File: config.mk
export PLATFORM = sky130hd
export DESIGN_NAME = uvc_payload_frame_assembler
export DESIGN_NICKNAME = d
export VERILOG_FILES = /design/src/rtl/uvcfa_pkg.sv /design/src/rtl/uvcfa_parser.sv /design/src/rtl/uvcfa_result_queue.sv /design/src/rtl/uvc_payload_frame_assembler.sv
export SDC_FILE = /design/constraint.sdc
export NUM_CORES = 1
export LEC_CHECK = 0
export ABC_AREA = 1
export BUFFER_PORTS_ARGS = -buffer_cell sky130_fd_sc_hd__buf_2
export CORE_MARGIN = 4
export CORE_UTILIZATION = 50
export CTS_CLUSTER_DIAMETER = 40
export DETAILED_ROUTE_END_ITERATION = 7
export GPL_TIMING_DRIVEN = 0
export HOLD_SLACK_MARGIN = 0.08
export PLACE_DENSITY = 0.77
export SLEW_MARGIN = 40
export SYNTH_ARGS = -nofsm -noshare
export SYNTH_HDL_FRONTEND = slang
export SYNTH_SLANG_ARGS = --single-unit
File: constraint.sdc
create_clock -name i_clk -period 14.9 [get_ports i_clk]
set_clock_uncertainty 0.05 [all_clocks]
set_input_delay 0.745 -clock i_clk [delete_from_list [all_inputs] [get_ports i_clk]]
set_output_delay 0.745 -clock i_clk [all_outputs]
set_load 0.1 [all_outputs]
File: src/rtl/uvcfa_pkg.sv
// Shared types, constants and helpers for the UVC payload frame assembler.
// No dependencies; imported by every module of the block.
`default_nettype none

package uvcfa_pkg;

    // Defaults for the top-level parameters
    localparam int unsigned FRAME_CAPACITY_DEF = 8388608;
    localparam int unsigned PACKET_MAX_DEF     = 1048576;

    // Reset value of the frame limit register
    localparam logic [23:0] FRAME_LIMIT_RESET = 24'h800000;

    // Bit positions in the header flags byte
    localparam int unsigned FLAG_ID_BIT    = 0;
    localparam int unsigned FLAG_EOF_BIT   = 1;
    localparam int unsigned FLAG_ERROR_BIT = 6;

    // Result kinds
    localparam logic KIND_WRITE = 1'b0;
    localparam logic KIND_DESC  = 1'b1;

    // Result queue depth
    localparam int unsigned QDEPTH = 4;
    localparam int unsigned QW     = $clog2(QDEPTH);
    localparam int unsigned QCW    = $clog2(QDEPTH + 1);

    typedef struct packed {
        logic        kind;
        logic [22:0] addr;
        logic [7:0]  data;
        logic [23:0] flen;
        logic [31:0] seq;
        logic        last;
    } t_result;

    // Results produced by one input beat, packed from slot 0
    typedef struct packed {
        logic [1:0]        num;
        t_result [1:0]     res;
    } t_push;

    function automatic t_result make_write(input logic [23:0] fill, input logic [7:0] data);
        t_result r;
        r      = '0;
        r.kind = KIND_WRITE;
        r.addr = fill[22:0];
        r.data = data;
        return r;
    endfunction

    function automatic t_result make_desc(input logic [23:0] flen, input logic [31:0] seq);
        t_result r;
        r      = '0;
        r.kind = KIND_DESC;
        r.flen = flen;
        r.seq  = seq;
        return r;
    endfunction

endpackage

`default_nettype wire

File: src/rtl/uvcfa_parser.sv
// Packet parser and frame bookkeeping: one input beat per cycle, up to two results.
// Depends on uvcfa_pkg.
`default_nettype none

module uvcfa_parser #(
    parameter int unsigned FRAME_CAPACITY = uvcfa_pkg::FRAME_CAPACITY_DEF,
    parameter int unsigned PACKET_MAX     = uvcfa_pkg::PACKET_MAX_DEF
) (
    input  wire logic                 i_clk,
    input  wire logic                 i_rst_n,
    input  wire logic                 i_accept,
    input  wire logic [7:0]           i_data_byte,
    input  wire logic                 i_packet_start,
    input  wire logic [20:0]          i_packet_length,
    input  wire logic [23:0]          i_frame_limit,
    output uvcfa_pkg::t_push          o_push
);
    import uvcfa_pkg::*;

    localparam logic [24:0] CAP  = 25'(FRAME_CAPACITY);
    localparam logic [21:0] PMAX = 22'(PACKET_MAX);

    logic [20:0] r_pos,      n_pos;
    logic [20:0] r_len,      n_len;
    logic [7:0]  r_hdr,      n_hdr;
    logic        r_skip,     n_skip;
    logic        r_eof,      n_eof;
    logic        r_id_known, n_id_known;
    logic        r_id,       n_id;
    logic [23:0] r_fill,     n_fill;
    logic [31:0] r_count,    n_count;

    logic [23:0] fill_a;
    logic [31:0] count_a;
    logic        eof_a;
    logic        go_end;
    logic [21:0] pos_inc;
    logic [24:0] limit;
    logic [20:0] payload;
    logic        fid;
    t_result     res_a, res_b;
    logic        a_v, b_v;

    always_comb begin
        n_pos      = r_pos;
        n_len      = r_len;
        n_hdr      = r_hdr;
        n_skip     = r_skip;
        n_eof      = r_eof;
        n_id_known = r_id_known;
        n_id       = r_id;
        n_fill     = r_fill;
        n_count    = r_count;
        fill_a     = r_fill;
        count_a    = r_count;
        eof_a      = r_eof;
        go_end     = 1'b0;
        res_a      = '0;
        res_b      = '0;
        a_v        = 1'b0;
        b_v        = 1'b0;
        pos_inc    = {1'b0, r_pos} + 22'd1;
        limit      = ({1'b0, i_frame_limit} < CAP) ? {1'b0, i_frame_limit} : CAP;
        payload    = r_len - 21'(r_hdr);
        fid        = i_data_byte[FLAG_ID_BIT];

        if (i_accept) begin
            if (i_packet_start) begin
                n_len  = i_packet_length;
                n_hdr  = i_data_byte;
                n_pos  = 21'd1;
                n_eof  = 1'b0;
                n_skip = (i_packet_length < 21'd2) || ({1'b0, i_packet_length} > PMAX)
                      || (i_data_byte < 8'd2) || (21'(i_data_byte) > i_packet_length);
            end else if (!r_skip) begin
                if (r_pos == 21'd1) begin
                    // flags byte
                    if (i_data_byte[FLAG_ERROR_BIT]) begin
                        n_fill     = '0;
                        n_id_known = 1'b0;
                        n_skip     = 1'b1;
                    end else begin
                        eof_a      = i_data_byte[FLAG_EOF_BIT];
                        n_eof      = eof_a;
                        n_id       = fid;
                        n_id_known = 1'b1;
                        if (r_id_known && (fid != r_id)) begin
                            if (r_fill != '0) begin
                                a_v     = 1'b1;
                                res_a   = make_desc(r_fill, r_count);
                                count_a = r_count + 32'd1;
                            end
                            fill_a = '0;
                        end
                        if ((payload != '0) && (({1'b0, fill_a} + 25'(payload)) > limit)) begin
                            n_fill     = '0;
                            n_count    = count_a;
                            n_id_known = 1'b0;
                            n_skip     = 1'b1;
                        end else begin
                            go_end = 1'b1;
                        end
                    end
                end else begin
                    if (21'(r_hdr) <= r_pos) begin
                        a_v    = 1'b1;
                        res_a  = make_write(r_fill, i_data_byte);
                        fill_a = r_fill + 24'd1;
                    end
                    go_end = 1'b1;
                end

                if (go_end) begin
                    n_fill  = fill_a;
                    n_count = count_a;
                    n_pos   = pos_inc[20:0];
                    if (pos_inc >= {1'b0, r_len}) begin
                        if (eof_a) begin
                            if (fill_a != '0) begin
                                b_v     = 1'b1;
                                res_b   = make_desc(fill_a, count_a);
                                n_count = count_a + 32'd1;
                            end
                            n_fill     = '0;
                            n_id_known = 1'b0;
                        end
                        n_skip = 1'b1;
                    end
                end
            end
        end

        if (b_v) begin
            res_b.last = 1'b1;
        end else begin
            res_a.last = a_v;
        end
        o_push.num    = 2'(a_v) + 2'(b_v);
        o_push.res[0] = a_v ? res_a : res_b;
        o_push.res[1] = res_b;
    end

    always_ff @(posedge i_clk) begin
        if (!i_rst_n) begin
            r_pos      <= '0;
            r_len      <= '0;
            r_hdr      <= '0;
            r_skip     <= 1'b1;
            r_eof      <= 1'b0;
            r_id_known <= 1'b0;
            r_id       <= 1'b0;
            r_fill     <= '0;
            r_count    <= '0;
        end else begin
            r_pos      <= n_pos;
            r_len      <= n_len;
            r_hdr      <= n_hdr;
            r_skip     <= n_skip;
            r_eof      <= n_eof;
            r_id_known <= n_id_known;
            r_id       <= n_id;
            r_fill     <= n_fill;
            r_count    <= n_count;
        end
    end

    // A closed frame always leaves the fill empty behind it
    a_desc_clears_fill: assert property (@(posedge i_clk) disable iff (!i_rst_n)
        (b_v) |=> (r_fill == '0))
        else $error("fill not cleared after end-of-frame descriptor");

    // A descriptor closed on a frame-id change bumps the sequence by exactly one
    a_seq_step: assert property (@(posedge i_clk) disable iff (!i_rst_n)
        (i_accept && !i_packet_start && !r_skip && (r_pos == 21'd1) && a_v && !b_v)
        |=> (r_count == $past(r_count) + 32'd1))
        else $error("sequence did not advance on frame-id close");

endmodule

`default_nettype wire

File: src/rtl/uvcfa_result_queue.sv
// Small register queue of result beats; takes up to two per cycle, gives one while i_ready.
// Depends on uvcfa_pkg.
`default_nettype none

module uvcfa_result_queue (
    input  wire logic                 i_clk,
    input  wire logic                 i_rst_n,
    input  wire uvcfa_pkg::t_push     i_push,
    output logic                      o_room,
    output logic                      o_valid,
    input  wire logic                 i_ready,
    output uvcfa_pkg::t_result        o_head
);
    import uvcfa_pkg::*;

    t_result           r_ent [QDEPTH];
    logic [QW-1:0]     r_wr, n_wr;
    logic [QW-1:0]     r_rd, n_rd;
    logic [QCW-1:0]    r_count, n_count;
    logic              pop;
    logic [QW-1:0]     wr_next;

    assign o_valid = (r_count != '0);
    assign o_room  = (r_count <= QCW'(QDEPTH - 2));
    assign o_head  = r_ent[r_rd];
    assign pop     = o_valid && i_ready;
    assign wr_next = r_wr + QW'(1);

    always_comb begin
        n_wr    = r_wr + QW'(i_push.num);
        n_rd    = r_rd + QW'(pop);
        n_count = r_count + QCW'(i_push.num) - QCW'(pop);
    end

    always_ff @(posedge i_clk) begin
        if (!i_rst_n) begin
            r_wr    <= '0;
            r_rd    <= '0;
            r_count <= '0;
        end else begin
            r_wr    <= n_wr;
            r_rd    <= n_rd;
            r_count <= n_count;
        end
    end

    always_ff @(posedge i_clk) begin
        if (i_push.num != 2'd0) begin
            r_ent[r_wr] <= i_push.res[0];
        end
        if (i_push.num == 2'd2) begin
            r_ent[wr_next] <= i_push.res[1];
        end
    end

    a_no_overfill: assert property (@(posedge i_clk) disable iff (!i_rst_n)
        r_count <= QCW'(QDEPTH))
        else $error("result queue overfilled");

    a_push_needs_room: assert property (@(posedge i_clk) disable iff (!i_rst_n)
        (i_push.num != 2'd0) |-> $past(o_room) || (r_count <= QCW'(QDEPTH - 2)))
        else $error("push without room");

    a_desc_nonempty: assert property (@(posedge i_clk) disable iff (!i_rst_n)
        (o_valid && (o_head.kind == KIND_DESC)) |-> (o_head.flen != '0))
        else $error("empty frame descriptor");

endmodule

`default_nettype wire

File: src/rtl/uvc_payload_frame_assembler.sv
// Top level of the UVC payload frame assembler: parser plus result queue.
// Depends on uvcfa_pkg, uvcfa_parser, uvcfa_result_queue.
//
// Usage:
//  - Input channel (i_in_valid / o_in_ready): one packet byte per beat with its
//    packet_start flag and packet length. Header bytes are parsed; payload bytes
//    become frame-memory writes.
//  - Output channel (o_out_valid / i_out_ready): one result per beat. Kind 0 is a
//    payload byte write (address, data); kind 1 is a completed-frame descriptor
//    (length, sequence). o_last_result marks the last result of an input byte.
//  - Config channel (i_cfg_valid / o_cfg_ready): writes the 24-bit frame limit.
//    Always ready; write only while the block is idle.
//  - A result is registered in the result queue before it reaches the output.
//  - Throughput: one input byte per cycle. A byte gives at most two results
//    (last payload byte plus its frame descriptor); the output drains one per
//    cycle, so the four-entry result queue sets the rate when descriptors bunch.
//  - o_in_ready is high while the queue has room for two results; it comes from
//    a register, with no path from i_out_ready.
//  - Receiver stall: results wait in the queue; input stalls once fewer than
//    two entries are free.
//  - Reset (synchronous, active low): parser ignores bytes until a packet start,
//    no frame in progress, sequence 0, queue empty, frame limit 8388608.
`default_nettype none

module uvc_payload_frame_assembler #(
    parameter int unsigned FRAME_CAPACITY = uvcfa_pkg::FRAME_CAPACITY_DEF,
    parameter int unsigned PACKET_MAX     = uvcfa_pkg::PACKET_MAX_DEF
) (
    input  wire logic        i_clk,
    input  wire logic        i_rst_n,
    // config write
    input  wire logic        i_cfg_valid,
    output logic             o_cfg_ready,
    input  wire logic [23:0] i_cfg_frame_limit,
    // input beats
    input  wire logic        i_in_valid,
    output logic             o_in_ready,
    input  wire logic [7:0]  i_data_byte,
    input  wire logic        i_packet_start,
    input  wire logic [20:0] i_packet_length,
    // result beats
    output logic             o_out_valid,
    input  wire logic        i_out_ready,
    output logic             o_result_kind,
    output logic [22:0]      o_write_address,
    output logic [7:0]       o_write_data,
    output logic [23:0]      o_frame_length,
    output logic [31:0]      o_frame_sequence,
    output logic             o_last_result
);
    import uvcfa_pkg::*;

    logic [23:0] r_frame_limit;
    logic        accept;
    t_push       push;
    t_result     head;

    assign o_cfg_ready = 1'b1;

    always_ff @(posedge i_clk) begin
        if (!i_rst_n) begin
            r_frame_limit <= FRAME_LIMIT_RESET;
        end else if (i_cfg_valid) begin
            r_frame_limit <= i_cfg_frame_limit;
        end
    end

    assign accept = i_in_valid && o_in_ready;

    uvcfa_parser #(
        .FRAME_CAPACITY (FRAME_CAPACITY),
        .PACKET_MAX     (PACKET_MAX)
    ) u_parser (
        .i_clk           (i_clk),
        .i_rst_n         (i_rst_n),
        .i_accept        (accept),
        .i_data_byte     (i_data_byte),
        .i_packet_start  (i_packet_start),
        .i_packet_length (i_packet_length),
        .i_frame_limit   (r_frame_limit),
        .o_push          (push)
    );

    uvcfa_result_queue u_queue (
        .i_clk   (i_clk),
        .i_rst_n (i_rst_n),
        .i_push  (push),
        .o_room  (o_in_ready),
        .o_valid (o_out_valid),
        .i_ready (i_out_ready),
        .o_head  (head)
    );

    // Fields of the head result
    assign o_result_kind    = head.kind;
    assign o_write_address  = head.addr;
    assign o_write_data     = head.data;
    assign o_frame_length   = head.flen;
    assign o_frame_sequence = head.seq;
    assign o_last_result    = head.last;

endmodule

`default_nettype wire
==> impl_results.md <==
- Wire length of the first global-routing pass: 181000 um
- Area of the placeable core: 0.0643 mm2
- Multi-input gate area in the final layout: 0.0173 mm2
- Drt first-iter violations: 4082
- Fin. max-slew vios: 0
- Vias in the first global route: 32100
- Count of fill cells added during filler insertion: 6052
- Gpl congestion: 1.00
- Max Cap Viol: 0
- CTS Root Buffer Type: sky130_fd_sc_hd__clkbuf_16
- Req. time, crit path: 15.18 ns
- Final setup viols: 0
- Clock sink count: 497
- Pwr Total: 6.39 mW
- Fin. Hold Viols: 0
- Relative slew margins: 0.382
- Area share of the largest cell type after synthesis: 0.215
- Placed Cells incl. Taps: 5864
- Placement-stage worst setup slack: 4.84 ns
- Cell types with the largest area share after synthesis: sky130_fd_sc_hd__edfxtp_1 (21%), sky130_fd_sc_hd__nand2_1 (19%), sky130_fd_sc_hd__dfxtp_1 (16%), sky130_fd_sc_hd__nor2_1 (5.7%), sky130_fd_sc_hd__inv_1 (5.3%)
- Largest net degree at the start of global routing: 36
- Final core utilization: 0.581
- Antenna Violating Nets Remaining: 0
- Dominant register cell in the synthesized netlist: sky130_fd_sc_hd__dfxtp_1
- Starting Density: 0.504
- Crit Path Max Fanout: 20
- Antenna violations before repair: 0
- Final critical-path setup slack: 5.13 ns
- Tcrit/Tclk final: 0.656
- Most common cell after layout, fill and taps aside: sky130_fd_sc_hd__nand2_1
- Count of unresolved DRC violations after routing: 1
- Category of the worst setup path launch point: flip-flop
- Crit Path Category: reg2reg
- Asr flop ratio synth: 0
- Mean instance size in the synthesized netlist: 6.68 um2
- Most frequent cell on the critical path: sky130_fd_sc_hd__nand2_1
- Placed wire-length estimate: 89400 um
- TritonCTS buffer count: 83
- Number of enable-type register cells in the synthesized netlist: 232
- Die W: 263 um
- Htree depth: 3
- Maximum resistive drop on vdd: 248 uV
- Count of warnings emitted by yosys: 0
- Kind of end point of the critical path: flip-flop
- Smallest hold slack: 0.284 ns
- Placed Instance Area: 0.0345 mm2
- Routed vias: 34400
- Tightest Pin Transition: 0.927 ns
- Post-layout instance count excluding filler cells: 6019
- Total global routing overflow: 0
- Count of state elements after synthesis: 497
- Post-route design area: 0.0374 mm2
- Proportion of synthesized chip area in sequential cells: 0.378
- Share of post-route cells with drive strength above 1: 0.0893
- Deepest clock path buffer count: 3
- Area taken by flip-flops and latches: 0.0123 mm2
- Number of cells produced by synthesis: 4853
- Power Dens Cells: 171 mW/mm2
- Core Rows: 93
- Max frequency: 102 MHz
- Average wire length per cell after detail routing: 19.7 um
- Number of setup buffers added after CTS: 0
- Violated checks: DRC
- Count of port buffers added during placement: 148
- Cell variety after synth: 50
- Tmin final: 9.77 ns
- Total Nets Final: 5258
- Slowest stage cell, crit path: sky130_fd_sc_hd__nor3_1
- Type of the most critical hold path: in2reg
- Result of the run: finished with violations
- Number of instances resized during post-cts repair: 0
- Router iterations before antenna repair: 8
- Global router's overall resource usage: 0.328
- Overall routed net length: 119000 um
- Leakage power summed over all cells: 16.9 nW
- Arr. time, crit path: 10.05 ns
- Most used cells in the layout excluding fill and tap cells: sky130_fd_sc_hd__nand2_1 (1668), sky130_fd_sc_hd__nor2_1 (489), sky130_fd_sc_hd__inv_1 (457), sky130_fd_sc_hd__o21ai_0 (296), sky130_fd_sc_hd__dfxtp_1 (265)
- TritonCTS clock tree: yes
- Post-synth top area cell: sky130_fd_sc_hd__edfxtp_1
- Height of the die: 263 um
- Antenna diode instance count: 0
- Clock-pin transition on the worst setup and hold timing paths: 0.05 ns
- CP peak stage delay: 0.63 ns
- Top-level port count: 151
- Number of nets produced by synthesis: 5017
- Setup TNS Final: 0 ns
- Signed area change from the synthesized netlist to the final layout: 15.2%
- Per-cell via count in the routed design: 5.71
- Count of hold-fix buffers inserted at cts: 0
- Area of the mapped netlist: 0.0324 mm2
- Setup repair after global routing missed its margin: false
- Clk Latency, worst-skew pair: 0.64 ns
- Total die area: 0.0690 mm2
==> power breakdown <==
group	switching, mW	internal [mW]	total, mW
combinational	2.24	0.579	2.82
sequential	0.0619	1.52	1.58
clock	0.754	1.24	1.99
==> final timing paths <==
| check | start | to | slack [ns] | cells past startpoint |
|---|---|---|---|---|
| setup / recovery | u_parser.r_id_known | u_queue.r_ent[0][7] | 5.13 | 44 |
| hold / removal | i_cfg_frame_limit[1] | r_frame_limit[1] | 0.28 | 3 |
| setup reg to reg | u_parser.r_id_known | u_queue.r_ent[0][7] | 5.13 | 44 |
| hold reg to reg | u_queue.r_ent[2][74] | u_queue.r_ent[2][74] | 0.42 | 2 |
==> cell usage after synthesis, types with 11 or more instances <==
cell and count:
sky130_fd_sc_hd__a21oi_1 248, sky130_fd_sc_hd__buf_1 18, sky130_fd_sc_hd__buf_2 28, sky130_fd_sc_hd__clkbuf_1 195, sky130_fd_sc_hd__dfxtp_1 265, sky130_fd_sc_hd__edfxtp_1 232
sky130_fd_sc_hd__ha_1 102, sky130_fd_sc_hd__inv_1 457, sky130_fd_sc_hd__inv_2 17, sky130_fd_sc_hd__nand2_1 1668, sky130_fd_sc_hd__nand3_1 262, sky130_fd_sc_hd__nand4_1 70
sky130_fd_sc_hd__nor2_1 489, sky130_fd_sc_hd__nor2_2 31, sky130_fd_sc_hd__nor2_4 22, sky130_fd_sc_hd__nor3_1 45, sky130_fd_sc_hd__o21ai_0 297, sky130_fd_sc_hd__o21ai_1 34
sky130_fd_sc_hd__o21ai_2 20, sky130_fd_sc_hd__o22ai_1 185, sky130_fd_sc_hd__xnor2_1 11, sky130_fd_sc_hd__xor2_1 67
==> metal layers <==
metal	up-vias	GRT usage	routed length, um
met2	1911	0.528	53200
li1	16300	-	-
met3	321	0.0628	12700
met5	-	0	0
met1	15800	0.438	47900
met4	0	0.130	4930
==> critical path, delay by kind of cell (launching register included) <==
family	cells	cell delay, ns
buf+inv	12	3.34
simple gates	20	2.84
compound gates	8	1.82
fa+ha+maj	3	0.85
flops	1	0.33
xor+xnor	1	0.22
==> state kept, by name, summed over array words and instances, names as in the netlist <==
register	count
u_parser.r_pos	21
u_parser.r_id_known	1
r_frame_limit	24
u_queue.r_ent	356
u_parser.r_eof	1
u_parser.r_id	1
u_queue.r_rd	2
u_parser.r_count	32
u_parser.r_skip	1
u_queue.r_count	3
u_queue.r_wr	2
u_parser.r_len	21
u_parser.r_hdr	8
u_parser.r_fill	24
==> layout make-up <==
cell class                 instances  area share
buffer                           253      0.0287
clock buffer                     100      0.0589
clock inverter                    55      0.0192
inverter                         476      0.0478
multi-input combinational       3627       0.464
sequential                       497       0.328
tap                              855      0.0286
timing repair buffer             156      0.0247
==> logic make-up (layout without fill, tap and decap cells) <==
group           count (synthesis)  count (layout)  share of synthesized area
flops                         497             497                      0.378
other cells                     1               1                   0.000116
fa+ha+maj                     105             105                     0.0412
xor+xnor                       78              78                     0.0211
mux                             1               1                   0.000309
buf+inv                       729            1040                     0.0876
simple gates                 2630            2630                      0.335
compound gates                812             812                      0.137
No activity file was read; power rests on OpenSTA's default activity.
